===== config.mk =====
export PLATFORM = sky130hd
export DESIGN_NAME = object_pool_slot_allocator_flat
export DESIGN_NICKNAME = d
export VERILOG_FILES = /design/src/rtl/opsa_pkg.sv /design/src/rtl/opsa_if.sv /design/src/rtl/opsa_ram.sv /design/src/rtl/opsa_ctrl.sv /design/src/rtl/opsa_dp.sv /design/src/rtl/object_pool_slot_allocator.sv /design/src/flat_wrapper.sv
export SDC_FILE = /design/constraint.sdc
export NUM_CORES = 1
export LEC_CHECK = 0
export BUFFER_PORTS_ARGS = -buffer_cell sky130_fd_sc_hd__buf_2
export CORE_MARGIN = 5
export CORE_UTILIZATION = 55
export CTS_BUF_LIST = sky130_fd_sc_hd__clkbuf_8
export CTS_CLUSTER_DIAMETER = 150
export DETAILED_ROUTE_END_ITERATION = 6
export PLACE_DENSITY_LB_ADDON = 0.08
export SKIP_CTS_REPAIR_TIMING = 1
export SLEW_MARGIN = 40
export SYNTH_ARGS = -nofsm -noshare
export SYNTH_HDL_FRONTEND = slang
export SYNTH_SLANG_ARGS = --single-unit

===== constraint.sdc =====
create_clock -name clk -period 6.2 [get_ports clk]
set_clock_uncertainty 0.05 [all_clocks]
set_input_delay 0.93 -clock clk [delete_from_list [all_inputs] [get_ports clk]]
set_output_delay 0.93 -clock clk [all_outputs]
set_load 0.005 [all_outputs]

===== src/rtl/opsa_pkg.sv =====
// Shared constants, codes and control types of the object pool slot allocator.
`timescale 1ns / 1ps

package opsa_pkg;

  // Fixed field widths of the request and response transactions
  localparam int SLOT_W   = 6;
  localparam int KIND_W   = 2;
  localparam int STATUS_W = 2;

  // Default number of slots in the pool
  localparam int POOL_SIZE_DEF = 64;

  // Request kinds
  localparam logic [KIND_W-1:0] KIND_ALLOC   = 2'd0;
  localparam logic [KIND_W-1:0] KIND_TRY     = 2'd1;
  localparam logic [KIND_W-1:0] KIND_RELEASE = 2'd2;
  localparam logic [KIND_W-1:0] KIND_NOP     = 2'd3;

  // Response status codes
  localparam logic [STATUS_W-1:0] STATUS_OK          = 2'd0;
  localparam logic [STATUS_W-1:0] STATUS_EMPTY       = 2'd1;
  localparam logic [STATUS_W-1:0] STATUS_BAD_RELEASE = 2'd2;

  // Commands from the controller to the datapath
  typedef struct packed {
    logic capture;  // latch the request and start the table reads
    logic commit;   // apply the update and load the response register
  } cmd_t;

endpackage


===== src/rtl/opsa_if.sv =====
// Request and response channel interfaces of the object pool slot allocator.
`timescale 1ns / 1ps

interface opsa_req_if;
  logic                         valid;
  logic                         ready;
  logic [opsa_pkg::KIND_W-1:0]  kind;
  logic [opsa_pkg::SLOT_W-1:0]  slot;

  modport source (output valid, output kind, output slot, input ready);
  modport sink   (input valid, input kind, input slot, output ready);
endinterface

interface opsa_rsp_if;
  logic                          valid;
  logic                          ready;
  logic [opsa_pkg::SLOT_W-1:0]   granted_slot;
  logic                          granted;
  logic [opsa_pkg::STATUS_W-1:0] status;

  modport source (output valid, output granted_slot, output granted, output status,
                  input ready);
  modport sink   (input valid, input granted_slot, input granted, input status,
                  output ready);
endinterface


===== src/rtl/opsa_ram.sv =====
// Generic single-write, single-read RAM with registered read data.
`timescale 1ns / 1ps

module opsa_ram #(
  parameter int WIDTH = 8,
  parameter int DEPTH = 64
) (
  input  logic                     clk,
  input  logic                     we,
  input  logic [$clog2(DEPTH)-1:0] waddr,
  input  logic [WIDTH-1:0]         wdata,
  input  logic                     re,
  input  logic [$clog2(DEPTH)-1:0] raddr,
  output logic [WIDTH-1:0]         rdata
);

  logic [WIDTH-1:0] mem [DEPTH];

  // Write port
  always_ff @(posedge clk) begin
    if (we) begin
      mem[waddr] <= wdata;
    end
  end

  // Registered read port
  always_ff @(posedge clk) begin
    if (re) begin
      rdata <= mem[raddr];
    end
  end

endmodule


===== src/rtl/opsa_ctrl.sv =====
// Controller of the slot allocator: request sequencing and response valid.
`timescale 1ns / 1ps

module opsa_ctrl (
  input  logic           clk,
  input  logic           rst,
  input  logic           req_valid,
  output logic           req_ready,
  output logic           rsp_valid,
  input  logic           rsp_ready,
  output opsa_pkg::cmd_t cmd
);

  localparam logic ST_IDLE = 1'b0;
  localparam logic ST_EXEC = 1'b1;

  logic state;
  logic state_next;
  logic out_free;

  assign out_free  = !rsp_valid || rsp_ready;
  assign req_ready = (state == ST_IDLE);

  // Derive the commands and the next state
  always_comb begin
    state_next  = state;
    cmd.capture = 1'b0;
    cmd.commit  = 1'b0;
    unique case (state)
      ST_IDLE: begin
        if (req_valid) begin
          cmd.capture = 1'b1;
          state_next  = ST_EXEC;
        end
      end
      ST_EXEC: begin
        if (out_free) begin
          cmd.commit = 1'b1;
          state_next = ST_IDLE;
        end
      end
      default: begin
        state_next = ST_IDLE;
      end
    endcase
  end

  // Advance the state
  always_ff @(posedge clk) begin
    if (rst) begin
      state <= ST_IDLE;
    end else begin
      state <= state_next;
    end
  end

  // Hold the response valid until the transaction completes
  always_ff @(posedge clk) begin
    if (rst) begin
      rsp_valid <= 1'b0;
    end else if (cmd.commit) begin
      rsp_valid <= 1'b1;
    end else if (rsp_ready) begin
      rsp_valid <= 1'b0;
    end
  end

endmodule


===== src/rtl/opsa_dp.sv =====
// Datapath of the slot allocator: in-use map, release queue, counters, response.
`timescale 1ns / 1ps

module opsa_dp #(
  parameter int POOL_SIZE = opsa_pkg::POOL_SIZE_DEF
) (
  input  logic                            clk,
  input  logic                            rst,
  input  opsa_pkg::cmd_t                  cmd,
  input  logic [opsa_pkg::KIND_W-1:0]     kind,
  input  logic [opsa_pkg::SLOT_W-1:0]     slot,
  output logic [opsa_pkg::SLOT_W-1:0]     granted_slot,
  output logic                            granted,
  output logic [opsa_pkg::STATUS_W-1:0]   status
);

  localparam int MW = $clog2(POOL_SIZE);
  localparam int CW = $clog2(POOL_SIZE + 1);
  localparam int XW = (CW > opsa_pkg::SLOT_W) ? CW : opsa_pkg::SLOT_W;
  localparam logic [MW-1:0] LAST = MW'(POOL_SIZE - 1);
  localparam logic [CW-1:0] FULL = CW'(POOL_SIZE);

  // Queue ends, counters and the latched request
  logic [MW-1:0]                   head;
  logic [MW-1:0]                   tail;
  logic [CW-1:0]                   count;
  logic [CW-1:0]                   created;
  logic [opsa_pkg::KIND_W-1:0]     kind_q;
  logic [opsa_pkg::SLOT_W-1:0]     slot_q;

  logic [opsa_pkg::SLOT_W-1:0]     q_rd;
  logic                            map_rd;
  logic [XW-1:0]                   slot_in_x;
  logic [XW-1:0]                   slot_q_x;
  logic [XW-1:0]                   q_rd_x;
  logic [XW-1:0]                   created_x;

  logic                            is_alloc;
  logic                            has_q;
  logic                            do_pop;
  logic                            do_fresh;
  logic                            rel_ok;
  logic                            map_we;
  logic [MW-1:0]                   map_waddr;
  logic                            q_we;

  logic [opsa_pkg::SLOT_W-1:0]     gslot_next;
  logic                            granted_next;
  logic [opsa_pkg::STATUS_W-1:0]   status_next;

  assign slot_in_x = XW'(slot);
  assign slot_q_x  = XW'(slot_q);
  assign q_rd_x    = XW'(q_rd);
  assign created_x = XW'(created);

  // Release queue storage
  opsa_ram #(
    .WIDTH (opsa_pkg::SLOT_W),
    .DEPTH (POOL_SIZE)
  ) u_queue_ram (
    .clk   (clk),
    .we    (q_we),
    .waddr (tail),
    .wdata (slot_q),
    .re    (cmd.capture),
    .raddr (head),
    .rdata (q_rd)
  );

  // In-use map; entries at or above the created count read as free
  opsa_ram #(
    .WIDTH (1),
    .DEPTH (POOL_SIZE)
  ) u_map_ram (
    .clk   (clk),
    .we    (map_we),
    .waddr (map_waddr),
    .wdata (!rel_ok),
    .re    (cmd.capture),
    .raddr (slot_in_x[MW-1:0]),
    .rdata (map_rd)
  );

  // Decide the operation
  always_comb begin
    is_alloc = (kind_q == opsa_pkg::KIND_ALLOC) || (kind_q == opsa_pkg::KIND_TRY);
    has_q    = (count != '0);
    do_pop   = is_alloc && has_q;
    do_fresh = (kind_q == opsa_pkg::KIND_ALLOC) && !has_q && (created != FULL);
    rel_ok   = (kind_q == opsa_pkg::KIND_RELEASE) && (slot_q_x < created_x) && map_rd
               && (count != FULL);
  end

  // Select the map and queue writes
  always_comb begin
    map_we = cmd.commit && (do_pop || do_fresh || rel_ok);
    q_we   = cmd.commit && rel_ok;
    priority if (do_pop) begin
      map_waddr = q_rd_x[MW-1:0];
    end else if (do_fresh) begin
      map_waddr = created_x[MW-1:0];
    end else begin
      map_waddr = slot_q_x[MW-1:0];
    end
  end

  // Form the response
  always_comb begin
    granted_next = do_pop || do_fresh;
    priority if (do_pop) begin
      gslot_next = q_rd;
    end else if (do_fresh) begin
      gslot_next = created_x[opsa_pkg::SLOT_W-1:0];
    end else begin
      gslot_next = '0;
    end
    priority if (is_alloc && !granted_next) begin
      status_next = opsa_pkg::STATUS_EMPTY;
    end else if ((kind_q == opsa_pkg::KIND_RELEASE) && !rel_ok) begin
      status_next = opsa_pkg::STATUS_BAD_RELEASE;
    end else begin
      status_next = opsa_pkg::STATUS_OK;
    end
  end

  // Latch the request
  always_ff @(posedge clk) begin
    if (cmd.capture) begin
      kind_q <= kind;
      slot_q <= slot;
    end
  end

  // Load the response register
  always_ff @(posedge clk) begin
    if (cmd.commit) begin
      granted_slot <= gslot_next;
      granted      <= granted_next;
      status       <= status_next;
    end
  end

  // Advance the queue ends and counters
  always_ff @(posedge clk) begin
    if (rst) begin
      head    <= '0;
      tail    <= '0;
      count   <= '0;
      created <= '0;
    end else if (cmd.commit) begin
      if (do_pop) begin
        head  <= (head == LAST) ? '0 : head + 1'b1;
        count <= count - 1'b1;
      end
      if (rel_ok) begin
        tail  <= (tail == LAST) ? '0 : tail + 1'b1;
        count <= count + 1'b1;
      end
      if (do_fresh) begin
        created <= created + 1'b1;
      end
    end
  end

endmodule


===== src/rtl/object_pool_slot_allocator.sv =====
// Object pool slot allocator: FIFO reuse of released slots, then fresh slots.
//
// Usage: requests arrive on the req channel (kind, slot); each request yields
// exactly one response transaction on the rsp channel (granted_slot, granted,
// status). Allocate reuses the oldest released slot, else the next unused one;
// try-allocate reuses released slots only; release returns an allocated slot.
// One request is in flight at a time, so the block takes no new request
// before it has committed the last one: first come the registered reads of
// the in-use map and the release-queue head, then the update of both
// memories and the load of the response register.
// The response register decouples the channels: a new request is taken while
// the previous response still waits. If the receiver stalls, the request in
// flight holds until the response register frees, and req.ready stays low.
// Reset (rst, synchronous) empties the queue and makes every slot free at
// once; no clearing pass is needed, as slots never handed out read as free.
`timescale 1ns / 1ps

module object_pool_slot_allocator #(
  parameter int POOL_SIZE = opsa_pkg::POOL_SIZE_DEF
) (
  input  logic       clk,
  input  logic       rst,
  opsa_req_if.sink   req,
  opsa_rsp_if.source rsp
);

  opsa_pkg::cmd_t cmd;

  // Sequence requests
  opsa_ctrl u_ctrl (
    .clk       (clk),
    .rst       (rst),
    .req_valid (req.valid),
    .req_ready (req.ready),
    .rsp_valid (rsp.valid),
    .rsp_ready (rsp.ready),
    .cmd       (cmd)
  );

  // Hold the pool state and form responses
  opsa_dp #(
    .POOL_SIZE (POOL_SIZE)
  ) u_dp (
    .clk          (clk),
    .rst          (rst),
    .cmd          (cmd),
    .kind         (req.kind),
    .slot         (req.slot),
    .granted_slot (rsp.granted_slot),
    .granted      (rsp.granted),
    .status       (rsp.status)
  );

`ifndef SYNTHESIS
  // One request in flight: a taken request closes the request channel
  assert property (@(posedge clk) disable iff (rst)
    (req.valid && req.ready) |=> !req.ready)
    else $error("request taken while another is in flight");

  // Every commit presents a response in the next cycle
  assert property (@(posedge clk) disable iff (rst)
    cmd.commit |=> rsp.valid)
    else $error("commit without a response");

  // A response only appears after a commit
  assert property (@(posedge clk) disable iff (rst)
    $rose(rsp.valid) |-> $past(cmd.commit))
    else $error("response valid without a commit");

  // A commit never overwrites a response that has not been taken
  assert property (@(posedge clk) disable iff (rst)
    cmd.commit |-> (!rsp.valid || rsp.ready))
    else $error("response overwritten before transfer");
`endif

endmodule

===== src/flat_wrapper.sv =====
// flat-port wrapper written by rule: the top's interface ports become plain ports
module object_pool_slot_allocator_flat 
#(
  parameter int POOL_SIZE = opsa_pkg::POOL_SIZE_DEF
)
  (clk, rst, req_valid, req_kind, req_slot, req_ready, rsp_valid, rsp_granted_slot, rsp_granted, rsp_status, rsp_ready);
  opsa_req_if req_i ();
  opsa_rsp_if rsp_i ();
  input  logic clk;
  input  logic rst;
  input wire logic [$bits(req_i.valid)-1:0] req_valid;
  input wire logic [$bits(req_i.kind)-1:0] req_kind;
  input wire logic [$bits(req_i.slot)-1:0] req_slot;
  output wire logic [$bits(req_i.ready)-1:0] req_ready;
  output wire logic [$bits(rsp_i.valid)-1:0] rsp_valid;
  output wire logic [$bits(rsp_i.granted_slot)-1:0] rsp_granted_slot;
  output wire logic [$bits(rsp_i.granted)-1:0] rsp_granted;
  output wire logic [$bits(rsp_i.status)-1:0] rsp_status;
  input wire logic [$bits(rsp_i.ready)-1:0] rsp_ready;
  assign req_i.valid = req_valid;
  assign req_i.kind = req_kind;
  assign req_i.slot = req_slot;
  assign req_ready = req_i.ready;
  assign rsp_valid = rsp_i.valid;
  assign rsp_granted_slot = rsp_i.granted_slot;
  assign rsp_granted = rsp_i.granted;
  assign rsp_status = rsp_i.status;
  assign rsp_i.ready = rsp_ready;
  object_pool_slot_allocator #(.POOL_SIZE(POOL_SIZE)) u_core (.clk(clk), .rst(rst), .req(req_i), .rsp(rsp_i));
endmodule

==> impl_metrics.json <==
{
  "outcome": "finished clean",
  "fin_total_pwr_mw": 6.71,
  "setup_tns_ns": 0,
  "grt.total_usage_pct": 22.9,
  "drtAntennaViolNets": 0,
  "power_density_nw_per_um2": 297,
  "syn_area_um2": 20500,
  "cp-start-kind": "flip-flop",
  "root_buffer": "clkbuf_8",
  "setup_ws_ns": 2.58,
  "hpwl_um": 27900,
  "whs_path_depth": 2,
  "ys_async_sr_fraction_pct": 0,
  "endpoint_kind": "flip-flop",
  "antenna_found_initial": 0,
  "finalSetupViolCount": 0,
  "hold_start": "u_core.u_ctrl.state",
  "path_max_fanout": 9,
  "drive_above_1_share_pct": 20.5,
  "fp.dieH_um": 203,
  "ys_warn_count": 0,
  "grt.overflow.total": 0,
  "ys_seq_area_share_pct": 71.9,
  "grt_max_degree": 68,
  "syn2layout_area_growth_pct": 10.4,
  "syn_nets": 1218,
  "r2r-start": "u_core.u_dp.created[2]",
  "synth-edff-count": 472,
  "fmax_mhz": 276,
  "cp.arrival_ns": 3.82,
  "yosysUniqueCellTypes": 66,
  "tightest_slew_ns": 0.840,
  "r2r_cells": 9,
  "p_leak_nw": 6.93,
  "ys.flop_type": "edfxtp_1",
  "io_buffers": 22,
  "avgSynthCellArea_um2": 17.2,
  "clk_pin_slew_ns": 0.06,
  "gp_congestion": 0.867,
  "htreeDepth": 3,
  "diodes": 0,
  "post-route-util_pct": 61.6,
  "place_ws_ns": 2.65,
  "cts_buffer_depth": 3,
  "maxSlewViolCount": 0,
  "drv_cap": 0,
  "viasPerCell": 6.16,
  "period_share_pct": 58.4,
  "min_path_type": "flip-flop to flip-flop",
  "core-area_um2": 36700,
  "fp-row-count": 70,
  "min_period_ns": 3.62,
  "reg2reg_to": "u_core.u_dp.u_queue_ram.mem[31][1]",
  "first_iter_violations": 944,
  "cts_buffers": 79,
  "finalHoldViolations": 0,
  "syn_inst": 1191,
  "cts_tree": "built",
  "grt_setup_unrepaired": "false",
  "wirelength_um": 46600,
  "clkSinkCount": 500,
  "grt_pass1_wl_um": 70500,
  "nets": 1278,
  "worstPathRequired_ns": 6.40,
  "peakVddDrop_uv": 175,
  "drt_first_pass_iters": 5,
  "ys_ff_latch": 500,
  "pin_count": 23,
  "min_to": "u_core.u_ctrl.rsp_valid",
  "grt_pass1_vias": 11184,
  "reg2reg_slack_ns": 2.58,
  "fillers": 2703,
  "vias": 10988,
  "die_area_um2": 41200,
  "clk_latency_ns": 0.62,
  "worstSetupPathType": "flip-flop to flip-flop",
  "slew_headroom_pct": 43.8,
  "die_w_um": 203,
  "avgRoutedWirePerCell_um": 26.1,
  "drc": 0,
  "start_util_pct": 55.8
}
## synthesized netlist by cell type, types with 4 or more instances
cell | instances | area share, %
clkbuf_1 | 36 | 0.66
nor4_1 | 5 | 0.15
nand2b_1 | 8 | 0.24
a21oi_1 | 24 | 0.59
and3_1 | 4 | 0.12
nor2_1 | 174 | 3.2
buf_2 | 15 | 0.37
a211oi_1 | 22 | 0.81
a31oi_1 | 6 | 0.18
o21ai_0 | 7 | 0.17
or3_1 | 5 | 0.15
o22ai_1 | 4 | 0.12
buf_1 | 7 | 0.13
xor2_1 | 5 | 0.21
inv_1 | 20 | 0.37
nand2_1 | 40 | 0.73
nand3_1 | 19 | 0.46
edfxtp_1 | 472 | 69
a22oi_1 | 10 | 0.37
nand4_1 | 4 | 0.12
ha_1 | 14 | 0.86
mux2i_1 | 35 | 1.7
mux4_2 | 108 | 12
dfxtp_1 | 28 | 2.7
nand3b_1 | 6 | 0.22
xnor2_1 | 13 | 0.56
nor3_1 | 19 | 0.46
nor2b_1 | 21 | 0.64
a21o_1 | 4 | 0.15
## power by group
group | leakage [nW] | total [mW] | internal, mW | switching, mW
clock | 0.850 | 2.64 | 1.37 | 1.26
combinational | 1.70 | 0.342 | 0.116 | 0.226
sequential | 4.38 | 3.73 | 3.71 | 0.0171
## placed cells by master, fill, tap and decap left out, drive strengths merged, types with 5 or more instances in the layout
cell type / instances
a211oi: 22
a21oi: 27
a22oi: 11
a31oi: 6
buf: 39
clkbuf: 87
clkinv: 31
dfxtp: 28
edfxtp: 472
ha: 14
inv: 44
mux2i: 35
mux4: 108
nand2: 40
nand2b: 8
nand3: 21
nand3b: 6
nor2: 176
nor2b: 21
nor3: 19
nor4: 5
o21ai: 8
or3: 5
xnor2: 13
xor2: 5
## worst max-delay path by stage
stage,from,end,slack [ns],cells after the start
2_1_floorplan,u_core.u_dp.slot_q[1],u_core.u_dp.count[6],0.61,12
4_1_cts,u_core.u_dp.created[2],u_core.u_dp.u_queue_ram.mem[7][0],2.66,9
3_3_place_gp,u_core.u_dp.created[2],u_core.u_dp.u_queue_ram.mem[35][2],2.46,8
6_report,u_core.u_dp.created[2],u_core.u_dp.u_queue_ram.mem[31][1],2.58,9
3_5_place_dp,rsp_ready,u_core.u_dp.u_queue_ram.mem[31][0],2.65,6
5_1_grt,u_core.u_dp.created[2],u_core.u_dp.u_queue_ram.mem[31][3],2.39,9
## layer usage
metal | global-route usage (%) | wire, um | up-vias
met5 | 0 | 0 | -
met4 | 8.51 | 1580 | 0
met3 | 4.76 | 3250 | 106
met2 | 35.8 | 21800 | 441
met1 | 32.5 | 20000 | 5592
li1 | - | - | 4849
## stage by stage
step                hold WS (ns)  cell area (um^2)  cells
finish                     0.440             22600   1783
global route               0.411             22600   1783
CTS                        0.413             22600   1783
detailed placement         0.436             21100   1638
global placement           0.439             21000   1634
floorplan                  0.430             20500   1191
## state kept, by name, indices dropped and copies added (netlist names)
register	flops
u_core.u_dp.u_queue_ram.mem	384
u_core.u_dp.u_queue_ram.rdata	6
u_core.u_dp.granted	1
u_core.u_ctrl.rsp_valid	1
u_core.u_dp.status	2
u_core.u_dp.head	6
u_core.u_dp.tail	6
u_core.u_dp.count	7
u_core.u_dp.created	7
u_core.u_dp.u_map_ram.rdata	1
u_core.u_dp.slot_q	6
u_core.u_dp.kind_q	2
u_core.u_ctrl.state	1
u_core.u_dp.u_map_ram.mem	64
u_core.u_dp.granted_slot	6
## cell families (layout without fill, tap and decap cells)
logic type / count (synthesis) / count (layout) / share of synthesized area (%)
flip-flops: 500 / 500 / 71.9
AO/OA/AOI/OAI: 112 / 112 / 3.93
XOR/XNOR: 18 / 18 / 0.770
adder cells (fa/ha/maj): 15 / 15 / 0.953
multiplexers: 143 / 143 / 13.6
AND/OR/NAND/NOR: 321 / 321 / 7.17
buffers and inverters: 82 / 206 / 1.65
## cell type report
type	count	area [um^2]	share of cell area [%]
inverter	22	82.6	0.365
clock buffer	87	1200	5.29
tap	468	586	2.59
sequential	500	14700	65.2
timing repair buffer	39	297	1.31
multi-input combinational	609	5420	24.0
clock inverter	58	295	1.31
## worst max-delay path, cell delays in order, from the launching register on
cell      delay (ns)
dfxtp_1         0.39
inv_1           0.11
ha_1            0.32
a21o_1          0.15
a31oi_1         0.21
o211ai_1        0.23
buf_2           0.24
inv_2           0.19
nand3_1         0.64
nor2_1          0.71
No activity file was read; power rests on OpenSTA's default activity.
